[src/sv/brcs_pkg.sv]
// Package for the byte range to CHS splitter: request and result types,
// geometry constants and register index codes. No dependencies.
`timescale 1ns / 1ps
package brcs_pkg;

  localparam int unsigned SECTOR_BYTES = 512;
  localparam int unsigned SEC_SHIFT    = 9;
  localparam int unsigned CYL_BITS     = 16;
  localparam int unsigned HD_BITS      = 4;
  localparam int unsigned PC_BITS      = 12;
  localparam int unsigned CAP_BITS     = 28;

  // Pipeline layout: input, sum, capacity, range check, cylinder steps, head steps.
  localparam int unsigned CYL_FIRST = 4;
  localparam int unsigned HD_FIRST  = CYL_FIRST + CYL_BITS;
  localparam int unsigned NSTAGE    = HD_FIRST + HD_BITS;

  typedef enum logic [1:0] {
    REG_SPT  = 2'd0,
    REG_HEAD = 2'd1,
    REG_CYL  = 2'd2,
    REG_NONE = 2'd3
  } reg_idx_t;

  typedef enum logic [2:0] {
    STEP_HEAD  = 3'd0,
    STEP_RUN   = 3'd1,
    STEP_TAIL  = 3'd2,
    STEP_DONE  = 3'd3,
    STEP_RANGE = 3'd4
  } step_kind_t;

  typedef struct packed {
    logic        kind;
    logic [35:0] byte_offset;
    logic [31:0] bytes_left;
  } in_t;

  typedef struct packed {
    logic [2:0]  step_kind;
    logic [15:0] cylinder;
    logic [3:0]  head;
    logic [7:0]  sector;
    logic [7:0]  sector_count;
    logic [8:0]  fragment_start;
    logic [9:0]  fragment_bytes;
    logic        merge_needed;
    logic [35:0] next_offset;
    logic [31:0] next_bytes_left;
  } out_t;

  // Work record that travels down the pipeline.
  typedef struct packed {
    logic                kind;
    logic [35:0]         offs;
    logic [31:0]         len;
    logic                gok;
    logic [36:0]         sum;
    logic [PC_BITS-1:0]  pc;
    logic [CAP_BITS-1:0] capsec;
    logic                oor;
    logic [PC_BITS-1:0]  rem;
    logic [CYL_BITS-1:0] cyl;
    logic [7:0]          r2;
    logic [HD_BITS-1:0]  hd;
  } item_t;

endpackage

[src/sv/brcs_step_calc.sv]
// Final command decode of the byte range to CHS splitter.
// Depends on brcs_pkg for the work record and result types.
`timescale 1ns / 1ps
module brcs_step_calc (
  input  brcs_pkg::item_t it,
  input  logic [7:0]      spt,
  output brcs_pkg::out_t  res
);
  import brcs_pkg::*;

  logic [8:0]  sec_off;
  logic [9:0]  room;
  logic [9:0]  used;
  logic [22:0] nsec;
  logic [7:0]  track_left;
  logic [7:0]  n;
  logic [16:0] n_bytes;

  always_comb begin
    sec_off    = it.offs[8:0];
    room       = 10'(SECTOR_BYTES) - {1'b0, sec_off};
    used       = (it.len < {22'd0, room}) ? it.len[9:0] : room;
    nsec       = it.len[31:SEC_SHIFT];
    track_left = spt - it.r2;
    n          = (nsec > {15'd0, track_left}) ? track_left : nsec[7:0];
    n_bytes    = {n, 9'd0};

    // Out-of-range values are the defaults.
    res.step_kind       = STEP_RANGE;
    res.cylinder        = '0;
    res.head            = '0;
    res.sector          = 8'd1;
    res.sector_count    = '0;
    res.fragment_start  = '0;
    res.fragment_bytes  = '0;
    res.merge_needed    = 1'b0;
    res.next_offset     = it.offs;
    res.next_bytes_left = it.len;

    if (!it.oor) begin
      if (it.len == 32'd0) begin
        res.step_kind = STEP_DONE;
      end else begin
        res.cylinder = it.cyl;
        res.head     = it.hd;
        res.sector   = it.r2 + 8'd1;
        if (sec_off != 9'd0) begin
          // Unaligned start: one partial sector, at most up to the boundary.
          res.step_kind       = STEP_HEAD;
          res.sector_count    = 8'd1;
          res.fragment_start  = sec_off;
          res.fragment_bytes  = used;
          res.merge_needed    = it.kind;
          res.next_offset     = it.offs + {26'd0, room};
          res.next_bytes_left = it.len - {22'd0, used};
        end else if (it.len > 32'(SECTOR_BYTES)) begin
          // Whole sectors, capped at the end of the track.
          res.step_kind       = STEP_RUN;
          res.sector_count    = n;
          res.next_offset     = it.offs + {19'd0, n_bytes};
          res.next_bytes_left = it.len - {15'd0, n_bytes};
        end else begin
          res.step_kind       = STEP_TAIL;
          res.sector_count    = 8'd1;
          res.fragment_bytes  = it.len[9:0];
          res.merge_needed    = it.kind;
          res.next_offset     = it.offs + {4'd0, it.len};
          res.next_bytes_left = '0;
        end
      end
    end
  end

endmodule

[src/sv/byte_range_to_chs_splitter.sv]
// Top level of the byte range to CHS splitter: geometry registers, range check
// and pipelined cylinder and head dividers. Depends on brcs_pkg, brcs_step_calc.
`timescale 1ns / 1ps
// Usage: a request (kind, byte offset, bytes left) enters on the in_ channel
// and one command result leaves on the out_ channel for every request.
// A request is taken at a clock edge with in_valid high and in_stall low;
// a result is taken with out_valid high and out_stall low.
// Geometry is written through cfg_we / cfg_index / cfg_wdata while idle.
// A request passes the input stage, then the sum, capacity and range check
// stages; sixteen restoring-division steps then give the
// cylinder, four more give the head, and the command decode feeds the
// output register. One request is accepted every cycle; the whole
// pipeline advances together, so it holds only while a finished result
// sits unclaimed in the output register with out_stall high, and then
// in_stall is raised. Nothing is lost or repeated during a stall.
// Reset clears all valid bits and loads 63 sectors, 16 heads and
// 1024 cylinders.
module byte_range_to_chs_splitter (
  input  logic           clk,
  input  logic           rst_n,
  input  logic           in_valid,
  output logic           in_stall,
  input  brcs_pkg::in_t  in_data,
  output logic           out_valid,
  input  logic           out_stall,
  output brcs_pkg::out_t out_data,
  input  logic           cfg_we,
  input  logic [1:0]     cfg_index,
  input  logic [15:0]    cfg_wdata
);
  import brcs_pkg::*;

  logic [7:0]  spt_r;
  logic [4:0]  heads_r;
  logic [15:0] cyls_r;
  logic        en;
  logic        v_r [NSTAGE];
  item_t       st_r [NSTAGE];
  item_t       st0_nxt;
  out_t        res;
  out_t        out_r;
  logic        out_valid_r;

  // Geometry registers.
  always_ff @(posedge clk) begin
    if (!rst_n) begin
      spt_r   <= 8'd63;
      heads_r <= 5'd16;
      cyls_r  <= 16'd1024;
    end else if (cfg_we) begin
      case (reg_idx_t'(cfg_index))
        REG_SPT:  spt_r   <= cfg_wdata[7:0];
        REG_HEAD: heads_r <= cfg_wdata[4:0];
        REG_CYL:  cyls_r  <= cfg_wdata;
        default:  ;
      endcase
    end
  end

  // The pipeline moves whenever the output register is free or being read.
  assign en       = !out_valid_r || !out_stall;
  assign in_stall = !en;

  always_comb begin
    st0_nxt             = '0;
    st0_nxt.kind        = in_data.kind;
    st0_nxt.offs        = in_data.byte_offset;
    st0_nxt.len         = in_data.bytes_left;
  end

  // Input stage.
  always_ff @(posedge clk) begin
    if (!rst_n) begin
      v_r[0] <= 1'b0;
    end else if (en) begin
      v_r[0] <= in_valid;
    end
  end

  always_ff @(posedge clk) begin
    if (en) begin
      st_r[0] <= st0_nxt;
    end
  end

  // Remaining stages: sum, capacity and range check, then one quotient bit per stage.
  for (genvar k = 1; k < NSTAGE; k++) begin : g_stage
    item_t st_nxt;

    if (k == 1) begin : g_sum
      // End of range and sectors per cylinder.
      always_comb begin
        st_nxt     = st_r[k-1];
        st_nxt.sum = {1'b0, st_r[k-1].offs} + {5'd0, st_r[k-1].len};
        st_nxt.pc  = PC_BITS'(spt_r * heads_r);
        st_nxt.gok = (spt_r != 8'd0) && (heads_r != 5'd0) && (heads_r <= 5'd16)
                     && (cyls_r != 16'd0);
      end
    end else if (k == 2) begin : g_cap
      always_comb begin
        st_nxt        = st_r[k-1];
        st_nxt.capsec = CAP_BITS'(st_r[k-1].pc * cyls_r);
      end
    end else if (k == 3) begin : g_check
      // Range check and division setup with the top bits of the LBA.
      always_comb begin
        st_nxt     = st_r[k-1];
        st_nxt.oor = !st_r[k-1].gok ||
                     (st_r[k-1].sum >= {st_r[k-1].capsec, 9'd0});
        st_nxt.rem = {1'b0, st_r[k-1].offs[35:25]};
      end
    end else if (k < HD_FIRST) begin : g_cyl
      logic [12:0] tc;

      // Cylinder division step.
      always_comb begin
        st_nxt = st_r[k-1];
        tc     = {st_r[k-1].rem, st_r[k-1].offs[24 - (k - CYL_FIRST)]};
        st_nxt.cyl[CYL_BITS - 1 - (k - CYL_FIRST)] = (tc >= {1'b0, st_r[k-1].pc});
        st_nxt.rem = (tc >= {1'b0, st_r[k-1].pc}) ?
                     PC_BITS'(tc - {1'b0, st_r[k-1].pc}) : tc[11:0];
      end
    end else begin : g_hd
      logic [8:0] th;
      logic [7:0] r2_in;

      // Head division step on the remainder within the cylinder.
      always_comb begin
        st_nxt = st_r[k-1];
        r2_in  = (k == HD_FIRST) ? st_r[k-1].rem[11:4] : st_r[k-1].r2;
        th     = {r2_in, st_r[k-1].rem[HD_BITS - 1 - (k - HD_FIRST)]};
        st_nxt.hd[HD_BITS - 1 - (k - HD_FIRST)] = (th >= {1'b0, spt_r});
        st_nxt.r2 = (th >= {1'b0, spt_r}) ? 8'(th - {1'b0, spt_r}) : th[7:0];
      end
    end

    always_ff @(posedge clk) begin
      if (!rst_n) begin
        v_r[k] <= 1'b0;
      end else if (en) begin
        v_r[k] <= v_r[k-1];
      end
    end

    always_ff @(posedge clk) begin
      if (en) begin
        st_r[k] <= st_nxt;
      end
    end
  end

  // Command decode into the output register.
  brcs_step_calc u_calc (
    .it  (st_r[NSTAGE-1]),
    .spt (spt_r),
    .res (res)
  );

  always_ff @(posedge clk) begin
    if (!rst_n) begin
      out_valid_r <= 1'b0;
    end else if (en) begin
      out_valid_r <= v_r[NSTAGE-1];
    end
  end

  always_ff @(posedge clk) begin
    if (en) begin
      out_r <= res;
    end
  end

  assign out_valid = out_valid_r;
  assign out_data  = out_r;

endmodule
[config.mk]
export PLATFORM = sky130hd
export DESIGN_NAME = byte_range_to_chs_splitter
export DESIGN_NICKNAME = d
export VERILOG_FILES = /design/src/sv/brcs_pkg.sv /design/src/sv/brcs_step_calc.sv /design/src/sv/byte_range_to_chs_splitter.sv
export SDC_FILE = /design/constraint.sdc
export NUM_CORES = 2
export LEC_CHECK = 0
export BUFFER_PORTS_ARGS = -buffer_cell sky130_fd_sc_hd__buf_4
export CORE_UTILIZATION = 45
export CTS_CLUSTER_DIAMETER = 40
export CTS_CLUSTER_SIZE = 24
export DETAILED_ROUTE_END_ITERATION = 8
export SETUP_SLACK_MARGIN = 0.02
export SYNTH_ARGS = -nofsm -noshare
export SYNTH_HDL_FRONTEND = slang
export SYNTH_MEMORY_MAX_BITS = 65536
export SYNTH_SLANG_ARGS = --single-unit
[constraint.sdc]
create_clock -name clk -period 152.7 [get_ports clk]
set_input_delay 15.27 -clock clk [delete_from_list [all_inputs] [get_ports clk]]
set_output_delay 15.27 -clock clk [all_outputs]
set_load 0.02 [all_outputs]
After elaboration in Yosys (flattened, before gate mapping)

Memory sizes are Yosys's and may differ from the RTL's. A register that Yosys moved wholly into a read port is not among the register bits.
Index checks and enable logic that the tools add are counted.

Bits in writable memories: 4536
Output and inout bits: 129
Memories: 2
Register bits after elaboration: 156
Bits of input ports: 92
Word-level logic and storage cells: 183

Add/subtract/negate cells: 29
$mul: 2
Equality and inequality tests: 2
Muxes and demuxes: 61
Order comparisons: 25
Bitwise gates (word level): 26
Reduce and logical (&&, ||, !) cells: 22

Memory list:

| name | words | width | rd ports | clocked after memory_dff | wr ports | RTL line                         | text |
|---|---|---|---|---|---|---|---|
| st_r | 24    | 188   | 24       | 0                        | 24       | byte_range_to_chs_splitter.sv:38 | `item_t st_r [NSTAGE];` |
| v_r  | 24    | 1     | 24       | 1                        | 24       | byte_range_to_chs_splitter.sv:37 | `logic v_r [NSTAGE];` |

Operator list:

| cell                                                                              | number |
|---|---|
| 13-bit by 12-bit greater-or-equal comparator with 1-bit output                    | 16 |
| 68-bit 2-to-1 mux                                                                 | 3 |
| 12-bit 2-to-1 mux                                                                 | 16 |
| 12-bit subtractor                                                                 | 16 |
| 79-bit 2-to-1 mux                                                                 | 1 |
| 8-bit 2-to-1 mux                                                                  | 5 |
| 8-bit subtractor                                                                  | 5 |
| 36-bit by 32-bit adder with 37-bit output                                         | 1 |
| 37-bit greater-or-equal comparator                                                | 1 |
| 36-bit by 10-bit adder with 36-bit output                                         | 1 |
| 36-bit by 17-bit adder with 36-bit output                                         | 1 |
| 36-bit by 32-bit adder with 36-bit output                                         | 1 |
| 9-bit by 8-bit greater-or-equal comparator with 1-bit output                      | 4 |
| 32-bit by 10-bit greater-than comparator with 1-bit output, second input constant | 1 |
| 32-bit logical NOT                                                                | 1 |
| 32-bit by 10-bit less-than comparator with 1-bit output                           | 1 |
| 32-bit by 10-bit subtractor with 32-bit output                                    | 1 |
| 32-bit by 17-bit subtractor with 32-bit output                                    | 1 |
| 1-bit 2-to-1 mux                                                                  | 31 |
| 12-bit by 16-bit multiplier with 28-bit output                                    | 1 |
| 1-bit OR                                                                          | 24 |
| 23-bit by 8-bit greater-than comparator with 1-bit output                         | 1 |
| 16-bit nonzero test                                                               | 1 |
| 8-bit by 5-bit multiplier with 12-bit output                                      | 1 |
| 21 further kinds                                                                  | 32 |

Depth between registers and ports, before layout

An unclocked memory read counts as a cell.

Depth in word-level cells: 9
Depth in mapped cells: 29
Mapped depth without buffers: 27

Cells and area by module

From an unflattened synthesis, not the netlist that was laid out.

Cells, all modules: 8398
Area, all modules: 154275.5 sq um

Modules (own cells, without submodules):

| module                     | area each (sq um) | cells each | seq. area each (sq um) | times used |
|---|---|---|---|---|
| byte_range_to_chs_splitter | 146230.2          | 7173       | 122988.0               | 1 |
| brcs_step_calc             | 8045.2            | 1225       | 0.0                    | 1 |

Worst setup path before layout

OpenSTA, ideal clock, no wires.

Kind: input to register
Start point: in out_stall
End point: mem v_r[0], data pin
Path slack: 63.044 ns
Arrival: 89.198 ns
Stages: 3
Path buffers: 1
Path through: nand2_1 -> clkbuf_1 -> and3_1

RTL lines:

| element         | RTL line                         | text |
|---|---|---|
| start, declared | byte_range_to_chs_splitter.sv:25 | `input logic out_stall,` |
| end, declared   | byte_range_to_chs_splitter.sv:37 |  |

Worst setup path after layout

Start point: in out_stall
End point: out in_stall

Longest elaborated chain between the ends: 3

RTL lines:

| element           | RTL line                         | text |
|---|---|---|
| 1-bit logical NOT | byte_range_to_chs_splitter.sv:61 | `assign en = !out_valid_r \|\| !out_stall;` |
| 1-bit logical OR  | byte_range_to_chs_splitter.sv:61 |  |
| 1-bit logical NOT | byte_range_to_chs_splitter.sv:62 | `assign in_stall = !en;` |
| end, declared     | byte_range_to_chs_splitter.sv:22 | `output logic in_stall,` |

Every way passes these cells.

==> flow_metrics.tcl <==
set metrics [dict create \
    outcome "completed" \
    yosys-mux-area-fraction_pct 2.003 \
    first_iter_violations 2895 \
    post_cts_buffers 0 \
    yosysWarningCount 0 \
    rsz0062_at_grt "no" \
    hold_viol 0 \
    r2r_start "spt_r[0]" \
    regArea_um2 78310 \
    syn_area_per_cell_um2 15.92 \
    max_slew_margin_pct 25.11 \
    grt_antenna_before_repair 11 \
    startpoint "out_stall" \
    std_cell_rows 179 \
    tightest_slew_ns 1.119 \
    p_switching_mw 0.6646 \
    fin_crit_sh_pct 20.65 \
    max_freq_mhz 31.72 \
    die-height_um 492.4 \
    final-max-slew-violation-count 0 \
    period_needed_ns 31.53 \
    swShare_pct 28.08 \
    post_cts_resized 0 \
    cts_hold_buffers 0 \
    max_stage_delay_ns 0.41 \
    first_pass_iters 5 \
    postSynthCellCount 6798 \
    grt-ovfl-total 0 \
    synth-adder-area-share_pct 8.730 \
    cts_buffers 364 \
    crit_path_max_fanout 43 \
    finalClockSkew_ns 0.09504 \
    maxCapViolCount 0 \
    powerDensity_nw_per_um2 18.73 \
    cp-start-kind "input port" \
    clk_latency_ns 0.96 \
    cts_buffer_depth 4 \
    ios 221 \
    vias_per_cell 5.072 \
    die_area_um2 242500 \
    critical_path_class "input port to output port" \
    htreeDepth 5 \
    ys_seq_elements 2618 \
    totalNegativeSetupSlack_ns 0 \
    clockRootBuffer "clkbuf_16" \
    cts_sinks 2618 \
    yosysUniqueCellTypes 93 \
    synth-compound-area-share_pct 6.215 \
    synth-simple-area-share_pct 6.202 \
    synth-main-ff-cell "edfxtp_1" \
    cts_tree "done" \
    nFillCells 19150 \
    endpoint_kind "output port" \
    clk_pin_slew_worst_paths_ns 0.06 \
    drt_wl_total_um 195000 \
    postRouteAntennaNets 0 \
    route.detailed.drc 0 \
    vias 54710 \
    internal_power_mw 1.702 \
    power_frac_seq_pct 41.9 \
    finalPower_mw 2.367 \
    comb_power_share_pct 22.8 \
    p_leak_nw 49.73 \
    required_ns 137.43 \
    synth-seq-area-share_pct 72.35 \
    dpl.hpwl_um 135100 \
    ir_drop_mv 0.01246 \
    hold-worst-slack_ns 0.3551 \
    synth_nets 7533 \
    synth_xor_area_share_pct 2.031 \
    synth_area_um2 108200 \
    grt_max_degree 187 \
    clockPowerShare_pct 35.3 \
    hold_path.class "flip-flop to flip-flop" \
    drive_above_1_share_pct 14.63 \
    wl_per_cell_um 18.08 \
    worstPathArrival_ns 16.26 \
    initial_utilization_pct 45.38 \
    grt_pass1_vias 55680 \
    io_buffer_count 220 \
    final-setup-viol-count 0 \
    async_reset_ff_share_pct 0 \
    slowest_stage "nand2_4" \
    die_w_um 492.4 \
    post-route-util_pct 52.98 \
    grt_usage_pct 16.09 \
    multiInputGateArea_um2 27280 \
    grt_pass1_wl_um 306200 \
    crit_chain "buf_4 > nand2_4 > inv_1 > buf_4" \
    min_from "st_r[0][354]" \
    area_growth_pct 16.75 \
    synth_top_family_by_area "adder cells" \
    cp_common_cell "buf_4" \
    final_nets 8066 \
    gp_congestion 0.9009 \
    design.core.area_um2 238500 \
    synth_edf_count 2587 \
]
-- worst paths after layout --
| check | endpoint | slack, ns | cells after the start |
|---|---|---|---|
| max reg2reg | out_data[57] | 144.29 | 27 |
| max | in_stall | 121.17 | 4 |
| min reg2reg | st_r[0][542] | 0.36 | 0 |
| min | st_r[0][542] | 0.36 | 0 |
-- placed cells by master, fill, tap and decap left out, types with 60 or more instances in the layout --
cell type	instances
inv_6	66
o21a_1	72
fa_1	183
inv_1	571
nand2_1	427
ha_1	459
o21ai_0	205
clkbuf_16	368
xnor2_1	178
nor2_1	286
xor2_1	73
mux2_2	147
buf_4	293
a21o_1	79
nand3_1	60
nor2b_1	79
and2_1	116
nand4_1	88
edfxtp_1	2587
a21boi_0	70
a21oi_1	232
nor3_1	87
-- synthesized netlist by cell type, types with 60 or more instances --
library cell     n  share of area [%]
xnor2_1        178                1.4
and2_1         116               0.67
mux2_2         147                1.5
clkbuf_1       111               0.38
edfxtp_1      2587                 72
a21boi_0        70               0.49
fa_1           183                3.4
o21ai_0        205               0.95
nand3_1         60               0.28
inv_1          571                2.0
nand4_1         88               0.51
nor3_1          87               0.40
ha_1           460                5.3
nand2_1        428                1.5
nor2_1         287                1.0
xor2_1          73               0.59
a21o_1          79               0.55
a21oi_1        232                1.1
o21a_1          72               0.50
nor2b_1         79               0.46
-- routing by layer --
metal  routed length (µm)  up-vias  GRT usage [%]
met2                95410     1078          27.32
met1                84140    26620          20.29
met4                 8302        2          7.354
met3                 7151      460          2.566
met5                   12        -              0
li1                     -    26560              -
-- logic make-up (layout without fill, tap and decap cells) --
family / Yosys count / in the layout
flops: 2618 / 2618
xor+xnor: 251 / 251
other cells: 0 / 1
compound gates: 1014 / 1014
mux: 198 / 198
simple gates: 1370 / 1370
fa+ha+maj: 646 / 646
buf+inv: 701 / 1522
-- area by class of cell --
class	instances	share of cell area [%]
Clock buffer	382	7.329
Multi-Input combinational cell	3479	21.59
Inverter	572	1.699
Clock inverter	272	2.490
Tap cell	3167	3.136
Antenna cell	1	0.001980
Timing Repair Buffer	296	1.788
Sequential cell	2618	61.96
-- critical path, delay by kind of cell --
kind | cells | cell delay [ns]
buffers and inverters | 3 | 0.58
and+or+nand+nor | 1 | 0.41
-- power groups by stage --
stage          sequential (mW)  clock [mW]  combinational (mW)
2_1_floorplan            0.985           0               0.409
3_3_place_gp              1.01           0               0.527
3_5_place_dp              1.01           0               0.539
4_1_cts                  0.994       0.857               0.545
5_1_grt                   1.00       0.887               0.603
6_report                 0.992       0.834               0.540
-- through the flow --
step | setup slack, ns | cells | area (µm²)
after floorplan | 63.04 | 6798 | 108200
after global routing | 121.03 | 10790 | 126400
final | 121.17 | 10790 | 126400
after CTS | 121.09 | 10790 | 126400
after global placement | 121.12 | 10130 | 114000
after detailed placement | 121.09 | 10130 | 114000
-- state kept, by name, summed over array words and instances, names as in the netlist --
signal / cells
out_data: 127
heads_r: 5
st_r: 2437
v_r: 24
spt_r: 8
cyls_r: 16
out_valid: 1
Power figures use the tool's default switching activity.
